**src/design/lcd_slt_pkg.sv**
```systemverilog
// Shared types and constants for the LCD scanline timing controller.
// Holds mode codes, line limits, mode thresholds and register indexes.
// No dependencies.
package lcd_slt_pkg;

    // LCD mode codes
    typedef enum logic [1:0] {
        MODE_HBLANK   = 2'd0,
        MODE_VBLANK   = 2'd1,
        MODE_SEARCH   = 2'd2,
        MODE_TRANSFER = 2'd3
    } lcd_mode_t;

    // Configuration register indexes
    typedef enum logic [1:0] {
        REG_LCD_CONTROL    = 2'd0,
        REG_STATUS_ENABLES = 2'd1,
        REG_COMPARE_LINE   = 2'd2,
        REG_UNUSED         = 2'd3
    } cfg_index_t;

    localparam int LINE_CYCLES_DEF = 456;
    localparam int MODE2_FROM      = 376;
    localparam int MODE3_FROM      = 204;

    localparam logic [7:0] VBLANK_LINE = 8'd144;
    localparam logic [7:0] LAST_LINE   = 8'd153;

    // lcd_control bit positions
    localparam int CTRL_DISPLAY_BIT = 7;
    localparam int CTRL_SPRITE_BIT  = 1;
    localparam int CTRL_BG_BIT      = 0;

    // status_enables bit positions
    localparam int SEN_MODE0_BIT = 0;
    localparam int SEN_MODE1_BIT = 1;
    localparam int SEN_MODE2_BIT = 2;
    localparam int SEN_MATCH_BIT = 3;

endpackage

```
**src/design/lcd_scanline_timing_controller_top.sv**
```systemverilog
// LCD scanline timing controller: one step of the line and mode timing per beat.
// Depends on lcd_slt_pkg for mode codes, limits and register indexes.
//
// Usage:
//   Input channel (in_valid/in_stall) carries elapsed_cycles, the number of
//   clocks that passed since the previous beat. Each input beat yields exactly
//   one result beat on the output channel (out_valid/out_stall) carrying the
//   mode, the line after the step, the line-compare flag and the status,
//   vblank and draw requests.
//   Configuration is a plain write port (cfg_we, cfg_index, cfg_data); write
//   only while no beat is in flight.
//   An accepted beat lands in the input register; its result is captured
//   in the output register, raising out_valid, once that register is free.
//   Throughput: one beat per cycle unless out_stall holds a result.
//   The line countdown is a single compare and subtract between the input
//   register and the state registers.
//   Stall: when out_stall holds a result, the input register holds too and
//   in_stall rises once it is full; nothing is dropped or repeated.
//   Reset: empty pipeline, lcd_control = 145, other registers 0, line 0,
//   mode 1, full line countdown, match flag clear.
module lcd_scanline_timing_controller_top #(
    parameter int LINE_CYCLES = lcd_slt_pkg::LINE_CYCLES_DEF
) (
    input  logic       clk,
    input  logic       rst_n,
    // configuration
    input  logic       cfg_we,
    input  logic [1:0] cfg_index,
    input  logic [7:0] cfg_data,
    // input channel
    input  logic       in_valid,
    output logic       in_stall,
    input  logic [7:0] elapsed_cycles,
    // output channel
    output logic       out_valid,
    input  logic       out_stall,
    output logic [1:0] lcd_mode,
    output logic [7:0] current_line,
    output logic       line_match,
    output logic       status_interrupt,
    output logic       vblank_irq,
    output logic       draw_request,
    output logic       draw_background,
    output logic       draw_sprites
);
    import lcd_slt_pkg::*;

    localparam int CNT_W = $clog2(LINE_CYCLES + 1);
    localparam logic [CNT_W-1:0] CNT_RELOAD = CNT_W'(LINE_CYCLES);
    localparam logic [CNT_W-1:0] CNT_MODE2  = CNT_W'(MODE2_FROM);
    localparam logic [CNT_W-1:0] CNT_MODE3  = CNT_W'(MODE3_FROM);

    // configuration registers
    logic [7:0] lcd_control_reg;
    logic [3:0] status_enables_reg;
    logic [7:0] compare_line_reg;

    // timing state
    logic [CNT_W-1:0] cycles_left_reg, cycles_left_next;
    logic [7:0]       line_reg, line_next;
    lcd_mode_t        mode_reg, mode_next;
    logic             match_reg, match_next;

    // input register
    logic       in_valid_reg;
    logic [7:0] elapsed_reg;

    // output register
    logic       out_valid_reg;
    logic [1:0] lcd_mode_reg;
    logic [7:0] current_line_reg;
    logic       line_match_reg;
    logic       status_irq_reg, status_irq_next;
    logic       vblank_irq_reg, vblank_irq_next;
    logic       draw_req_reg, draw_req_next;
    logic       draw_bg_reg;
    logic       draw_spr_reg;

    logic out_free;
    logic advance;
    logic in_accept;

    logic [CNT_W-1:0] elapsed_ext;
    logic [7:0]       line_inc;
    logic             line_done;
    logic             mode_irq_en;
    logic             display_on;

    // handshake: result slot frees when empty or being taken
    assign out_free  = !out_valid_reg || !out_stall;
    assign advance   = in_valid_reg && out_free;
    assign in_stall  = in_valid_reg && !out_free;
    assign in_accept = in_valid && !in_stall;

    // configuration writes
    always_ff @(posedge clk or negedge rst_n)
    begin
        if (!rst_n)
        begin
            lcd_control_reg    <= 8'd145;
            status_enables_reg <= 4'd0;
            compare_line_reg   <= 8'd0;
        end
        else if (cfg_we)
        begin
            unique case (cfg_index_t'(cfg_index))
                REG_LCD_CONTROL:    lcd_control_reg    <= cfg_data;
                REG_STATUS_ENABLES: status_enables_reg <= cfg_data[3:0];
                REG_COMPARE_LINE:   compare_line_reg   <= cfg_data;
                default:            ;
            endcase
        end
    end

    // input register
    always_ff @(posedge clk or negedge rst_n)
    begin
        if (!rst_n)
        begin
            in_valid_reg <= 1'b0;
        end
        else if (in_accept)
        begin
            in_valid_reg <= 1'b1;
        end
        else if (advance)
        begin
            in_valid_reg <= 1'b0;
        end
    end

    always_ff @(posedge clk)
    begin
        if (in_accept)
        begin
            elapsed_reg <= elapsed_cycles;
        end
    end

    // step logic: evaluate mode and match, then advance the countdown
    assign display_on  = lcd_control_reg[CTRL_DISPLAY_BIT];
    assign elapsed_ext = CNT_W'(elapsed_reg);
    assign line_inc    = line_reg + 8'd1;
    assign line_done   = (elapsed_ext >= cycles_left_reg);

    always_comb
    begin
        mode_next        = mode_reg;
        match_next       = match_reg;
        cycles_left_next = cycles_left_reg;
        line_next        = line_reg;
        status_irq_next  = 1'b0;
        vblank_irq_next  = 1'b0;
        draw_req_next    = 1'b0;
        mode_irq_en      = 1'b0;

        if (!display_on)
        begin
            // hold line 0 in vblank with a full countdown
            mode_next        = MODE_VBLANK;
            line_next        = 8'd0;
            cycles_left_next = CNT_RELOAD;
        end
        else
        begin
            priority if (line_reg >= VBLANK_LINE)
                mode_next = MODE_VBLANK;
            else if (cycles_left_reg >= CNT_MODE2)
                mode_next = MODE_SEARCH;
            else if (cycles_left_reg >= CNT_MODE3)
                mode_next = MODE_TRANSFER;
            else
                mode_next = MODE_HBLANK;

            unique case (mode_next)
                MODE_HBLANK:   mode_irq_en = status_enables_reg[SEN_MODE0_BIT];
                MODE_VBLANK:   mode_irq_en = status_enables_reg[SEN_MODE1_BIT];
                MODE_SEARCH:   mode_irq_en = status_enables_reg[SEN_MODE2_BIT];
                MODE_TRANSFER: mode_irq_en = 1'b0;
                default:       mode_irq_en = 1'b0;
            endcase

            match_next      = (line_reg == compare_line_reg);
            status_irq_next = ((mode_next != mode_reg) && mode_irq_en)
                              || (match_next && status_enables_reg[SEN_MATCH_BIT]);

            if (line_done)
            begin
                cycles_left_next = CNT_RELOAD;
                line_next        = (line_inc > LAST_LINE) ? 8'd0 : line_inc;
                vblank_irq_next  = (line_next == VBLANK_LINE);
                draw_req_next    = (line_next < VBLANK_LINE);
            end
            else
            begin
                cycles_left_next = cycles_left_reg - elapsed_ext;
            end
        end
    end

    // timing state, updated once per processed beat
    always_ff @(posedge clk or negedge rst_n)
    begin
        if (!rst_n)
        begin
            cycles_left_reg <= CNT_RELOAD;
            line_reg        <= 8'd0;
            mode_reg        <= MODE_VBLANK;
            match_reg       <= 1'b0;
        end
        else if (advance)
        begin
            cycles_left_reg <= cycles_left_next;
            line_reg        <= line_next;
            mode_reg        <= mode_next;
            match_reg       <= match_next;
        end
    end

    // output register
    always_ff @(posedge clk or negedge rst_n)
    begin
        if (!rst_n)
        begin
            out_valid_reg <= 1'b0;
        end
        else if (advance)
        begin
            out_valid_reg <= 1'b1;
        end
        else if (!out_stall)
        begin
            out_valid_reg <= 1'b0;
        end
    end

    always_ff @(posedge clk)
    begin
        if (advance)
        begin
            lcd_mode_reg     <= mode_next;
            current_line_reg <= line_next;
            line_match_reg   <= match_next;
            status_irq_reg   <= status_irq_next;
            vblank_irq_reg   <= vblank_irq_next;
            draw_req_reg     <= draw_req_next;
            draw_bg_reg      <= draw_req_next && lcd_control_reg[CTRL_BG_BIT];
            draw_spr_reg     <= draw_req_next && lcd_control_reg[CTRL_SPRITE_BIT];
        end
    end

    assign out_valid        = out_valid_reg;
    assign lcd_mode         = lcd_mode_reg;
    assign current_line     = current_line_reg;
    assign line_match       = line_match_reg;
    assign status_interrupt = status_irq_reg;
    assign vblank_irq       = vblank_irq_reg;
    assign draw_request     = draw_req_reg;
    assign draw_background  = draw_bg_reg;
    assign draw_sprites     = draw_spr_reg;

endmodule

```
**config.mk**
```make
export PLATFORM = sky130hd
export DESIGN_NAME = lcd_scanline_timing_controller_top
export DESIGN_NICKNAME = d
export VERILOG_FILES = /design/src/design/lcd_slt_pkg.sv /design/src/design/lcd_scanline_timing_controller_top.sv
export SDC_FILE = /design/constraint.sdc
export NUM_CORES = 1
export LEC_CHECK = 0
export BUFFER_PORTS_ARGS = -buffer_cell sky130_fd_sc_hd__clkbuf_2
export CAP_MARGIN = 20
export CORE_AREA = 2 2 118 120
export DETAILED_ROUTE_END_ITERATION = 6
export DIE_AREA = 0 0 120 122
export GPL_ROUTABILITY_DRIVEN = 0
export SLEW_MARGIN = 40
export SYNTH_ARGS = -nofsm -noshare
export SYNTH_HDL_FRONTEND = slang
export SYNTH_SLANG_ARGS = --single-unit
```
**constraint.sdc**
```tcl
create_clock -name clk -period 3.7 [get_ports clk]
set_clock_uncertainty 0.1 [all_clocks]
set_input_delay 0.185 -clock clk [delete_from_list [all_inputs] [get_ports clk]]
set_output_delay 0.185 -clock clk [all_outputs]
set_load 0.1 [all_outputs]
```
==> impl_metrics.json <==
{
  "status": "finished, final reports clean",
  "max_freq_mhz": 343.7,
  "h-tree-depth": 3,
  "syn_nets": 343,
  "synth_compound_area_share_pct": 15.29,
  "post-cts-setup-buffers": 0,
  "whs_ns": 0.007482,
  "ant_nets": 0,
  "finalHoldViolCount": 0,
  "ios": 41,
  "tritoncts.num_buffers": 9,
  "synth_cells": 308,
  "met3_length_um": 344,
  "reg2reg_slack_ns": 0.79,
  "synth_xor_area_share_pct": 4.003,
  "firstDrtPassIters": 4,
  "yosys_warnings": 0,
  "clock_latency_ns": 0.33,
  "synth_top_family_by_area": "compound AO/OA/AOI/OAI gates",
  "avgSynthCellArea_sq_um": 10.66,
  "place_hpwl_um": 5304,
  "path_class": "register to register",
  "yosys.area_share.adder_pct": 4.804,
  "port_buffers": 40,
  "synthToLayoutAreaGrowth_pct": 24.06,
  "path_max_fanout": 8,
  "root_buffer": "clkbuf_16",
  "muxShareOfSynthArea_pct": 6.443,
  "antenna_found_initial": 0,
  "setup_ws_ns": 0.7906,
  "num_rows": 43,
  "period_needed_ns": 2.909,
  "timing.rr.end": "current_line[0]",
  "startpoint_type": "register",
  "synth_area_leaders": "dfrtp_1, edfxtp_1, mux2_2",
  "syn-cell-area_sq_um": 3282,
  "hp-class": "input pin to register",
  "vias_per_cell": 4.609,
  "first_iter_violations": 147,
  "async_reset_ff_share_pct": 60.66,
  "p_per_area_nw_per_um2": 680.5,
  "mostFrequentLayoutCell": "clkbuf_2",
  "reg2regPathDepth": 9,
  "cts_tree": "done",
  "wl_met1_um": 3459,
  "most-common-layout-cells": "clkbuf_2, dfrtp_1, nand2_1",
  "min_from": "cfg_data[2]",
  "grt_setup_unrepaired": "false",
  "drive_gt1_share_pct": 23.84,
  "reg2reg_from": "line_reg[0]",
  "cp.required_ns": 3.67,
  "finalNetCount": 395,
  "wl_um": 7561,
  "largest_register_ffs": 9,
  "synth_top_cell_area_share_pct": 22.87,
  "first_global_vias": 2672,
  "ir_drop_v": 0.0002403,
  "grt_overflow": 0,
  "max_slew.worst_pin.slew_ns": 0.5863,
  "holdPathStages": 2,
  "grt_pass1_wl_um": 13020,
  "start_util_pct": 24.30,
  "vias": 2512,
  "wl_per_cell_um": 13.87,
  "critPathCaptureType": "register",
  "dp_slack_ns": 0.8143,
  "setup_violations": 0,
  "antenna_cells": 0,
  "grt.total_usage_pct": 11.33,
  "drv_slew": 0,
  "die-area_sq_um": 14640,
  "cts_buffer_depth": 2,
  "clock-sinks": 61,
  "critPathArrivalTime_ns": 2.88,
  "nFillCells": 1363,
  "grt_max_degree": 38,
  "p_leak_nw": 1.663,
  "core-area_sq_um": 13500,
  "ys_seq_area_share_pct": 50.44,
  "die_width_um": 120,
  "worstHoldEndpoint": "status_enables_reg[2]",
  "yosys.area_share.simple_pct": 14.79,
  "synth_top_area_cell": "dfrtp_1",
  "setup_tns_ns": 0,
  "ys_ff_latch": 61,
  "die_y_um": 122,
  "clk_pin_slew_ns": 0.05,
  "met2_wirelength_um": 3542,
  "drv_cap": 0,
  "fin_crit_sh_pct": 78.63,
  "synthDistinctLibCells": 60,
  "slew_headroom_pct": 60.87,
  "drc_errors": 0,
  "top_layer": "met4",
  "synth_edf_count": 24,
  "synth_ff_type": "dfrtp_1"
}
[synthesized netlist by cell type (3+ instances only)]
library cell / instances
nor2b_1: 5
edfxtp_1: 24
nand3_1: 5
nand4_1: 4
nand2_1: 28
o31ai_1: 5
nand2b_1: 4
nor3_1: 7
and2_1: 3
mux2_2: 17
and3_1: 3
clkbuf_1: 8
ha_1: 11
a31oi_1: 4
o21ai_0: 14
dfstp_2: 7
a21oi_1: 15
xnor2_1: 13
nand3b_1: 4
dfrtp_1: 30
o21a_1: 5
buf_2: 5
inv_1: 19
nor2_1: 20
[worst max-delay path: stages (launching register included)]
cell and delay [ns]:
dfrtp_1 0.49, inv_1 0.17, ha_1 0.25, or4b_1 0.53, a221oi_2 0.29, o22ai_1 0.13, o32a_2 0.26, nor2b_1 0.19
mux2i_1 0.17, nor2_1 0.06
[cell families (layout without fill, tap and decap cells)]
group,Yosys count,count (layout)
adders and majority gates,12,12
buffers and inverters,34,91
AOI/OAI and AO/OA,73,73
muxes,19,19
xor gates and xnor gates,15,15
and+or+nand+nor,94,94
DFF,61,61
[worst max-delay path by stage]
stage,from,to,slack (ns),cells past startpoint
finish,line_reg[0],current_line[0],0.79,9
global route,line_reg[0],current_line[0],0.62,9
detailed placement,line_reg[0],current_line[0],0.81,9
floorplan,line_reg[0],current_line[4],1.10,9
CTS,line_reg[0],current_line[0],0.79,9
global placement,line_reg[0],current_line[4],0.90,9
[routing by layer]
layer	track usage [%]	vias up
li1	-	1223
met1	14.13	1208
met2	17.97	66
met3	2.669	15
met4	6.544	0
met5	0	-
[through the flow]
step / utilization [%] / instances / cell area [sq um] / total power, mW
finish: 30.15 / 545 / 4071 / 2.771
global route: 30.15 / 545 / 4071 / 2.948
CTS: 30.15 / 545 / 4071 / 2.792
detailed placement: 27.03 / 514 / 3650 / 2.000
global placement: 27.01 / 514 / 3647 / 1.983
floorplan: - / 308 / 3282 / 1.799
[where the power goes]
part | internal [mW] | total, mW | switching [mW]
registers | 0.876 | 1.06 | 0.183
logic | 0.357 | 0.947 | 0.591
clock network | 0.469 | 0.765 | 0.297
total | 1.70 | 2.77 | 1.07
[cell type report]
class                      count  area, sq um  area share, %
clock buffer                  12        246.5          6.054
clock inverter                 4        25.02         0.6146
inverter                      19        71.32          1.752
multi-input combinational    213         1488          36.54
sequential                    61         1655          40.66
tap                          180        225.2          5.532
timing repair buffer          56        360.3          8.851
[repair_timing]
action / in CTS / in global routing
hold buffers: 15 / 0
endpoints found under the hold margin: 45 / 0
resized for setup: 0 / 0
Note: power is estimated with default switching activity, not from simulation.
